--- src/sv/mbe_pkg.sv ---
`default_nettype none

package mbe_pkg;

    // Fixed formats of the datapath.
    localparam int VAL_W  = 32;            // signed complex parts
    localparam int MAG_W  = 40;            // unsigned squares and magnitude
    localparam int PROD_W = 2 * VAL_W;     // full multiplier product
    localparam int WIDE_W = PROD_W + 2;    // room for a product plus two addends
    localparam int REG_W  = 11;            // configuration register width

    // Configuration register indexes.
    localparam int CFG_IDX_W = 1;
    localparam logic [CFG_IDX_W-1:0] CFG_ESCAPE_LIMIT = 1'd0;
    localparam logic [CFG_IDX_W-1:0] CFG_ITER_CAP     = 1'd1;

    localparam logic [REG_W-1:0] ESCAPE_LIMIT_RST = 11'd64;
    localparam logic [REG_W-1:0] ITER_CAP_RST     = 11'd256;

    localparam logic [MAG_W-1:0] MAG_MAX = {MAG_W{1'b1}};

    typedef logic signed [VAL_W-1:0]  t_val;
    typedef logic signed [WIDE_W-1:0] t_wide;
    typedef logic [MAG_W-1:0]         t_mag;

    // Saturates a wide signed value to the signed complex-part range.
    function automatic t_val sat_val(input t_wide v);
        t_val res;
        if (!v[WIDE_W-1] && (|v[WIDE_W-2:VAL_W-1])) begin
            res = {1'b0, {(VAL_W-1){1'b1}}};
        end else if (v[WIDE_W-1] && !(&v[WIDE_W-2:VAL_W-1])) begin
            res = {1'b1, {(VAL_W-1){1'b0}}};
        end else begin
            res = v[VAL_W-1:0];
        end
        return res;
    endfunction

endpackage

`default_nettype wire

--- src/sv/mbe_in_if.sv ---
`default_nettype none

interface mbe_in_if;
    logic                  valid;
    logic                  ready;
    mbe_pkg::t_val         coord_x;
    mbe_pkg::t_val         coord_y;
    mbe_pkg::t_val         zoom_scale;

    modport source (output valid, output coord_x, output coord_y, output zoom_scale,
                    input ready);
    modport sink   (input valid, input coord_x, input coord_y, input zoom_scale,
                    output ready);
endinterface

`default_nettype wire

--- src/sv/mbe_out_if.sv ---
`default_nettype none

interface mbe_out_if #(
    parameter int COUNT_WIDTH = 11
);
    logic                   valid;
    logic                   ready;
    logic [COUNT_WIDTH-1:0] iteration_count;
    mbe_pkg::t_mag          final_mag_sq;
    logic                   is_black;

    modport source (output valid, output iteration_count, output final_mag_sq,
                    output is_black, input ready);
    modport sink   (input valid, input iteration_count, input final_mag_sq,
                    input is_black, output ready);
endinterface

`default_nettype wire

--- src/sv/mandelbrot_escape_time.sv ---
// Mandelbrot escape-time core.
// Items arrive on i_in (coord_x, coord_y, zoom_scale, signed Q8.24) with a
// valid/ready handshake; each item gives exactly one result item on o_out
// (iteration_count, final_mag_sq in unsigned Q16.24, is_black).
// escape_limit (index 0) and max_iterations (index 1) are written through
// i_cfg_we / i_cfg_idx / i_cfg_data. The user must write them only while
// the core is idle; the core itself does not enforce it.
// All products go through one 32x32 signed multiplier. c is set up first
// (states S_CX, S_CY, S_C2); each iteration then runs three multiplier
// passes: re*im, then, after the update of re and im, re*re and im*im,
// followed by one magnitude sum and one escape compare. i_in.ready stays
// low from acceptance until the result is loaded and the core is idle.
// A finished result sits in an output register, so the next item is taken
// while the receiver stalls; a second result waits in the finishing state
// until the output register is free.
// Synchronous reset returns to idle, drops o_out.valid and loads the
// registers with escape_limit 64 and max_iterations 256.
`default_nettype none

module mandelbrot_escape_time #(
    parameter int FRAC_BITS   = 24,
    parameter int COUNT_WIDTH = 11
) (
    input  wire                              i_clk,
    input  wire                              i_rst_n,
    mbe_in_if.sink                           i_in,
    mbe_out_if.source                        o_out,
    input  wire                              i_cfg_we,
    input  wire [mbe_pkg::CFG_IDX_W-1:0]     i_cfg_idx,
    input  wire [mbe_pkg::REG_W-1:0]         i_cfg_data
);

    localparam int LIM_W   = mbe_pkg::REG_W + FRAC_BITS;
    localparam int CMP_W   = (mbe_pkg::MAG_W > LIM_W) ? mbe_pkg::MAG_W + 1 : LIM_W + 1;
    localparam int CNT_EXT = (COUNT_WIDTH > mbe_pkg::REG_W) ? COUNT_WIDTH : mbe_pkg::REG_W;
    localparam logic [CMP_W-1:0] ONE = CMP_W'(1) << FRAC_BITS;

    typedef enum logic [3:0] {
        S_IDLE, S_CX, S_CY, S_C2, S_MRI, S_UPD, S_SRE, S_SIM, S_MAG, S_CHK, S_FIN
    } t_state;

    t_state                             r_state;
    logic [mbe_pkg::REG_W-1:0]          r_escape_limit;
    logic [mbe_pkg::REG_W-1:0]          r_iter_cap;
    mbe_pkg::t_val                      r_x, r_y, r_s;
    mbe_pkg::t_val                      r_re_c, r_im_c, r_re, r_im;
    mbe_pkg::t_mag                      r_re2, r_im2, r_mag;
    logic [mbe_pkg::REG_W-1:0]          r_iter;
    logic signed [mbe_pkg::PROD_W-1:0]  r_prod;
    logic                               r_out_valid;
    logic [mbe_pkg::REG_W-1:0]          r_out_cnt;
    mbe_pkg::t_mag                      r_out_mag;
    logic                               r_out_black;

    mbe_pkg::t_val                      mul_a, mul_b;
    logic [mbe_pkg::PROD_W-1:0]         sq_shift;
    mbe_pkg::t_mag                      sq_now;
    logic [mbe_pkg::MAG_W:0]            mag_sum;
    mbe_pkg::t_mag                      mag_sat;
    mbe_pkg::t_wide                     c_wide, im_wide, re_wide;
    logic [CMP_W-1:0]                   limit_cmp, mag_cmp;
    logic [mbe_pkg::REG_W:0]            n_iter;
    logic                               out_free;
    logic [CNT_EXT-1:0]                 cnt_ext;

    // Operand selection for the shared multiplier.
    always_comb begin
        unique case (r_state)
            S_CY:    begin mul_a = r_y;  mul_b = r_s;  end
            S_MRI:   begin mul_a = r_re; mul_b = r_im; end
            S_SRE:   begin mul_a = r_re; mul_b = r_re; end
            S_SIM:   begin mul_a = r_im; mul_b = r_im; end
            default: begin mul_a = r_x;  mul_b = r_s;  end
        endcase
    end

    always_comb begin
        // A square is never negative, so a logical shift gives the floor.
        sq_shift  = $unsigned(r_prod) >> FRAC_BITS;
        sq_now    = (|sq_shift[mbe_pkg::PROD_W-1:mbe_pkg::MAG_W]) ? mbe_pkg::MAG_MAX
                                                                  : sq_shift[mbe_pkg::MAG_W-1:0];
        mag_sum   = {1'b0, r_re2} + {1'b0, sq_now};
        mag_sat   = mag_sum[mbe_pkg::MAG_W] ? mbe_pkg::MAG_MAX : mag_sum[mbe_pkg::MAG_W-1:0];
        c_wide    = mbe_pkg::WIDE_W'(r_prod >>> (FRAC_BITS - 1));
        im_wide   = c_wide + mbe_pkg::WIDE_W'(r_im_c);
        re_wide   = mbe_pkg::WIDE_W'($signed({1'b0, r_re2}))
                  - mbe_pkg::WIDE_W'($signed({1'b0, r_im2}))
                  + mbe_pkg::WIDE_W'(r_re_c);
        limit_cmp = CMP_W'(r_escape_limit) << FRAC_BITS;
        mag_cmp   = CMP_W'(r_mag);
        n_iter    = {1'b0, r_iter} + 1'b1;
        out_free  = !r_out_valid || o_out.ready;
    end

    always_ff @(posedge i_clk) begin
        if (!i_rst_n) begin
            r_escape_limit <= mbe_pkg::ESCAPE_LIMIT_RST;
            r_iter_cap     <= mbe_pkg::ITER_CAP_RST;
        end else if (i_cfg_we) begin
            priority if (i_cfg_idx == mbe_pkg::CFG_ESCAPE_LIMIT) begin
                r_escape_limit <= i_cfg_data;
            end else if (i_cfg_idx == mbe_pkg::CFG_ITER_CAP) begin
                r_iter_cap <= i_cfg_data;
            end
        end
    end

    always_ff @(posedge i_clk) begin
        r_prod <= mul_a * mul_b;
        if (!i_rst_n) begin
            r_state     <= S_IDLE;
            r_out_valid <= 1'b0;
        end else begin
            if (r_state == S_FIN && out_free) begin
                r_out_valid <= 1'b1;
            end else if (o_out.ready) begin
                r_out_valid <= 1'b0;
            end
            unique case (r_state)
                S_IDLE: begin
                    if (i_in.valid) begin
                        r_x     <= i_in.coord_x;
                        r_y     <= i_in.coord_y;
                        r_s     <= i_in.zoom_scale;
                        r_state <= S_CX;
                    end
                end
                S_CX: r_state <= S_CY;
                S_CY: begin
                    r_re_c  <= mbe_pkg::sat_val(c_wide);
                    r_state <= S_C2;
                end
                S_C2: begin
                    r_im_c <= mbe_pkg::sat_val(c_wide);
                    r_re   <= '0;
                    r_im   <= '0;
                    r_re2  <= '0;
                    r_im2  <= '0;
                    r_mag  <= '0;
                    r_iter <= '0;
                    r_state <= (r_iter_cap == '0) ? S_FIN : S_MRI;
                end
                S_MRI: r_state <= S_UPD;
                S_UPD: begin
                    r_im    <= mbe_pkg::sat_val(im_wide);
                    r_re    <= mbe_pkg::sat_val(re_wide);
                    r_state <= S_SRE;
                end
                S_SRE: r_state <= S_SIM;
                S_SIM: begin
                    r_re2   <= sq_now;
                    r_state <= S_MAG;
                end
                S_MAG: begin
                    r_im2   <= sq_now;
                    r_mag   <= mag_sat;
                    r_state <= S_CHK;
                end
                S_CHK: begin
                    // On escape the count stays at the step just run.
                    if (mag_cmp > limit_cmp) begin
                        r_state <= S_FIN;
                    end else begin
                        r_iter  <= n_iter[mbe_pkg::REG_W-1:0];
                        r_state <= (n_iter == {1'b0, r_iter_cap}) ? S_FIN : S_MRI;
                    end
                end
                S_FIN: begin
                    if (out_free) begin
                        r_out_cnt   <= r_iter;
                        r_out_mag   <= r_mag;
                        r_out_black <= (r_iter == r_iter_cap) || (mag_cmp <= ONE);
                        r_state     <= S_IDLE;
                    end
                end
                default: r_state <= S_IDLE;
            endcase
        end
    end

    assign cnt_ext               = CNT_EXT'(r_out_cnt);
    assign i_in.ready            = (r_state == S_IDLE);
    assign o_out.valid           = r_out_valid;
    assign o_out.iteration_count = cnt_ext[COUNT_WIDTH-1:0];
    assign o_out.final_mag_sq    = r_out_mag;
    assign o_out.is_black        = r_out_black;

    a_accept_starts: assert property (@(posedge i_clk) disable iff (!i_rst_n)
        i_in.valid && i_in.ready |=> r_state == S_CX)
        else $error("accepted item did not start the setup sequence");

    a_mag_then_check: assert property (@(posedge i_clk) disable iff (!i_rst_n)
        r_state == S_MAG |=> r_state == S_CHK)
        else $error("magnitude update not followed by escape check");

    a_small_is_black: assert property (@(posedge i_clk) disable iff (!i_rst_n)
        o_out.valid && !o_out.is_black |-> CMP_W'(o_out.final_mag_sq) > ONE)
        else $error("result with modulus at most one not flagged black");

    a_fin_delivers: assert property (@(posedge i_clk) disable iff (!i_rst_n)
        r_state == S_FIN && out_free |=> o_out.valid && r_state == S_IDLE)
        else $error("finished result not loaded into the output register");

endmodule

`default_nettype wire

--- src/flat_wrapper.sv ---
// flat-port wrapper written by rule: the top's interface ports become plain ports
module mandelbrot_escape_time_flat 
#(
    parameter int FRAC_BITS   = 24,
    parameter int COUNT_WIDTH = 11
)
  (i_clk, i_rst_n, i_cfg_we, i_cfg_idx, i_cfg_data, i_in_valid, i_in_coord_x, i_in_coord_y, i_in_zoom_scale, i_in_ready, o_out_valid, o_out_iteration_count, o_out_final_mag_sq, o_out_is_black, o_out_ready);
  mbe_in_if i_in_i ();
  mbe_out_if #(.COUNT_WIDTH(COUNT_WIDTH)) o_out_i ();
  input  wire i_clk;
  input  wire i_rst_n;
  input  wire i_cfg_we;
  input  wire [mbe_pkg::CFG_IDX_W-1:0] i_cfg_idx;
  input  wire [mbe_pkg::REG_W-1:0] i_cfg_data;
  input wire logic [$bits(i_in_i.valid)-1:0] i_in_valid;
  input wire logic [$bits(i_in_i.coord_x)-1:0] i_in_coord_x;
  input wire logic [$bits(i_in_i.coord_y)-1:0] i_in_coord_y;
  input wire logic [$bits(i_in_i.zoom_scale)-1:0] i_in_zoom_scale;
  output wire logic [$bits(i_in_i.ready)-1:0] i_in_ready;
  output wire logic [$bits(o_out_i.valid)-1:0] o_out_valid;
  output wire logic [$bits(o_out_i.iteration_count)-1:0] o_out_iteration_count;
  output wire logic [$bits(o_out_i.final_mag_sq)-1:0] o_out_final_mag_sq;
  output wire logic [$bits(o_out_i.is_black)-1:0] o_out_is_black;
  input wire logic [$bits(o_out_i.ready)-1:0] o_out_ready;
  assign i_in_i.valid = i_in_valid;
  assign i_in_i.coord_x = i_in_coord_x;
  assign i_in_i.coord_y = i_in_coord_y;
  assign i_in_i.zoom_scale = i_in_zoom_scale;
  assign i_in_ready = i_in_i.ready;
  assign o_out_valid = o_out_i.valid;
  assign o_out_iteration_count = o_out_i.iteration_count;
  assign o_out_final_mag_sq = o_out_i.final_mag_sq;
  assign o_out_is_black = o_out_i.is_black;
  assign o_out_i.ready = o_out_ready;
  mandelbrot_escape_time #(.FRAC_BITS(FRAC_BITS), .COUNT_WIDTH(COUNT_WIDTH)) u_core (.i_clk(i_clk), .i_rst_n(i_rst_n), .i_in(i_in_i), .o_out(o_out_i), .i_cfg_we(i_cfg_we), .i_cfg_idx(i_cfg_idx), .i_cfg_data(i_cfg_data));
endmodule
--- config.mk ---
export PLATFORM = sky130hd
export DESIGN_NAME = mandelbrot_escape_time_flat
export DESIGN_NICKNAME = d
export VERILOG_FILES = /design/src/sv/mbe_pkg.sv /design/src/sv/mbe_in_if.sv /design/src/sv/mbe_out_if.sv /design/src/sv/mandelbrot_escape_time.sv /design/src/flat_wrapper.sv
export SDC_FILE = /design/constraint.sdc
export NUM_CORES = 2
export LEC_CHECK = 0
export BUFFER_PORTS_ARGS = -buffer_cell sky130_fd_sc_hd__buf_2
export CAP_MARGIN = 30
export CORE_AREA = 2 2 313 315
export DETAILED_ROUTE_END_ITERATION = 7
export DIE_AREA = 0 0 315 317
export PLACE_DENSITY = 0.81
export SLEW_MARGIN = 25
export SYNTH_ARGS = -nofsm -noshare
export SYNTH_HDL_FRONTEND = slang
export SYNTH_SLANG_ARGS = --single-unit
--- constraint.sdc ---
create_clock -name i_clk -period 19.75 [get_ports i_clk]
set_input_delay 3.95 -clock i_clk [delete_from_list [all_inputs] [get_ports i_clk]]
set_output_delay 3.95 -clock i_clk [all_outputs]
set_load 0.02 [all_outputs]
==> impl_results.md <==
- Cells after Synth: around 6.3k
- Worst path slowest cell: fa_1
- CTS tree: yes
- Area grow syn2layout: 6.94%
- Class of the worst hold path: flop to flop
- Cell Count, Final, Fillers Out: 7,629
- CTS Buffer Depth: 3
- Root buf cell: clkbuf_16
- Global Route Usage Sum: 0.380
- Initial antenna violation count: 6
- Fin. Hold Viols: 0
- Ratio of cells with drive above 1 in the final layout: 0.0753
- Post-synth top area share: 0.355
- Post-synthesis sequential area ratio: 0.222
- CP max FO: 33
- Status: finished with violations
- Clk Latency, worst-skew pair: roughly 0.61 ns
- # setup viols final: 0
- Post-DP HPWL: 143,000 um
- Most common cell after layout, fill and taps aside: fa_1
- Crit end category: flop
- Pre-CTS setup slack: 9.01 ns
- RSZ-0062 raised after global routing: no
- Layout net count: a little under 8k
- Setup Buffers After CTS: 0
- Post-DR vias/cell: between 6 and 7
- CTS Buf Count: between 40 and 50
- # rows: roughly 110
- Most frequent cells in the layout: fa_1 (1,085), inv_1 (1,051), nand2_1 (725), nor2_1 (683), edfxtp_1 (407)
- Critical path class: flop to flop
- Required time of the critical path: 20.26 ns
- Vias in the first global route: between 40k and 50k
- Starting Density: 0.636
- Ys async rst share: 0
- DP Cell Count: about 7.5k
- First-pass GRT wire length: approximately 280,000 um
- Initial drt markers: roughly 5.6k
- Min Hold Slack: around 0.45 ns
- H-tree level count: 2
- Pin count of the biggest net entering global routing: 80
- CP arrival: roughly 11 ns
- Crit path top cell by count: fa_1
- Leading area contributor after synthesis: fa_1
- Worst slew pin tran: about 1.1 ns
- Violated checks: design-rule violations
- Gr ovfl total: 0
- Min cycle time layout: about 11 ns
- Mean Syn Cell Area: ~9.8 um^2
- EDFF count, synth: between 400 and 500
- Synth top area cells: fa_1 (35%), edfxtp_1 (20%), ha_1 (7.2%)
- I/O pin total: roughly 170
- Max Slew Vio Count: 0
- DRT Wirelength: between 150,000 and 200,000 um
- Ys Warns: 0
- Hold_buf cts: 0
- Mapped cell area: 61,200 um^2
- Die width: 315 um
- Residual DRC: 1
- Flops & latches, synth: roughly 480
- Routed wire per std cell: 24.3 um
- CTS sink count: between 400 and 500
- Vias: 47.8k
- Clk_skew: roughly 0.028 ns
- Final WS setup: 8.78 ns
- Max Cap Violations: 0
- # resized after CTS: 0
- Setup TNS: 0 ns
- CP max stage delay: just over 0.9 ns
- Dominant synthesized flop cell: edfxtp_1
- PortBufs: 166
- Die span in y: around 320 um
- Max Fclk: slightly above 0.09 GHz
- Syn nets: slightly below 8k
- Post-route ant nets: 0
- Die area: 99,900 um^2
- RePlAce Congestion: between 1 and 1.5
- Drt first pass iters: 8
- Synth unique cells: between 90 and 100
- Worst slew margin: 0.264
- Clk slew on worst S/H paths: approximately 0.060 ns
- Worst Setup Start Kind: flop
- Period utilization: 0.556
- Core area: 96,300 um^2
[critical path: cells and delay by family, from the launching register on]
family | cells | cell delay (ns)
buffers and inverters | 9 | 2.16
and+or+nand+nor | 5 | 1.50
AOI/OAI and AO/OA | 8 | 1.41
xor gates and xnor gates | 1 | 0.14
DFF | 1 | 0.86
adders and majority gates | 9 | 4.74
[state kept, by name, summed over array words and instances (netlist names), 4 cells and up]
register,flops
u_core.o_out.final_mag_sq,40
u_core.o_out.iteration_count,11
u_core.r_escape_limit,11
u_core.r_im,32
u_core.r_im2,40
u_core.r_im_c,32
u_core.r_iter,11
u_core.r_iter_cap,11
u_core.r_mag,40
u_core.r_prod,41
u_core.r_re,32
u_core.r_re2,40
u_core.r_re_c,32
u_core.r_s,32
u_core.r_state,4
u_core.r_x,32
u_core.r_y,32
[cell usage after synthesis, types with 9 or more instances]
cell	number
a211oi_1	26
o21ai_2	31
a211o_1	9
nor2_1	687
a31oi_1	25
xor2_1	84
nand2b_1	37
nand4_1	59
clkbuf_1	232
inv_1	1051
buf_1	21
nor4_1	22
o21bai_1	28
or2_2	13
nor2b_1	35
o211ai_1	20
o21a_1	62
dfxtp_1	68
a21boi_0	29
or3_1	16
a222oi_1	12
fa_1	1085
o21ai_0	101
and2_1	113
nand2_1	727
mux2i_1	33
and4_1	28
nand3_1	52
a21oi_1	266
nor3_1	53
xnor2_1	134
a21o_1	143
buf_2	18
and3_1	29
ha_1	354
edfxtp_1	407
[metal layers]
layer,global-route usage,wire (um)
met5,0,87
met4,0.221,13700
met3,0.0976,23500
met2,0.567,79800
met1,0.509,68500
[cells by family after synthesis]
kind of cell,synth area share
XOR/XNOR,0.0312
adder cells (fa/ha/maj),0.427
multiplexers,0.00539
buffers and inverters,0.0822
AO/OA/AOI/OAI,0.0954
flip-flops,0.222
AND/OR/NAND/NOR,0.137
[worst paths after layout]
kind                                                      from                                      end  slack, ns  cells past startpoint
worst min register to register  u_core.r_mag[17]$_SDFFCE_PN0P_  u_core.o_out.final_mag_sq[17]$_DFFE_PP_       0.45                      0
worst max-delay path            u_core.r_state[0]$_SDFFE_PN0P_                u_core.r_prod[58]$_DFF_P_       8.78                     32
worst max register to register  u_core.r_state[0]$_SDFFE_PN0P_                u_core.r_prod[58]$_DFF_P_       8.78                     32
worst min-delay path            u_core.r_mag[17]$_SDFFCE_PN0P_  u_core.o_out.final_mag_sq[17]$_DFFE_PP_       0.45                      0
[metrics by stage]
stage / util / area (um^2)
after floorplan: - / 61200
after global placement: 0.661 / 63600
after detailed placement: 0.662 / 63700
after CTS: 0.679 / 65300
after global routing: 0.680 / 65500
final: 0.680 / 65500
[final cells by class]
cell class	count	area, um^2
diodes	3	7.51
clock buffers	54	1230
clock inverters	30	404
fillers	7363	30800
inverters	1051	3950
multi-input cells	4456	42900
flip-flops and latches	475	13600
well taps	1276	1600
repair buffers	284	1830
Power is left out: the tool's default activity adds up to more than one toggle a clock period on the data nets, which glitch-free logic cannot reach.
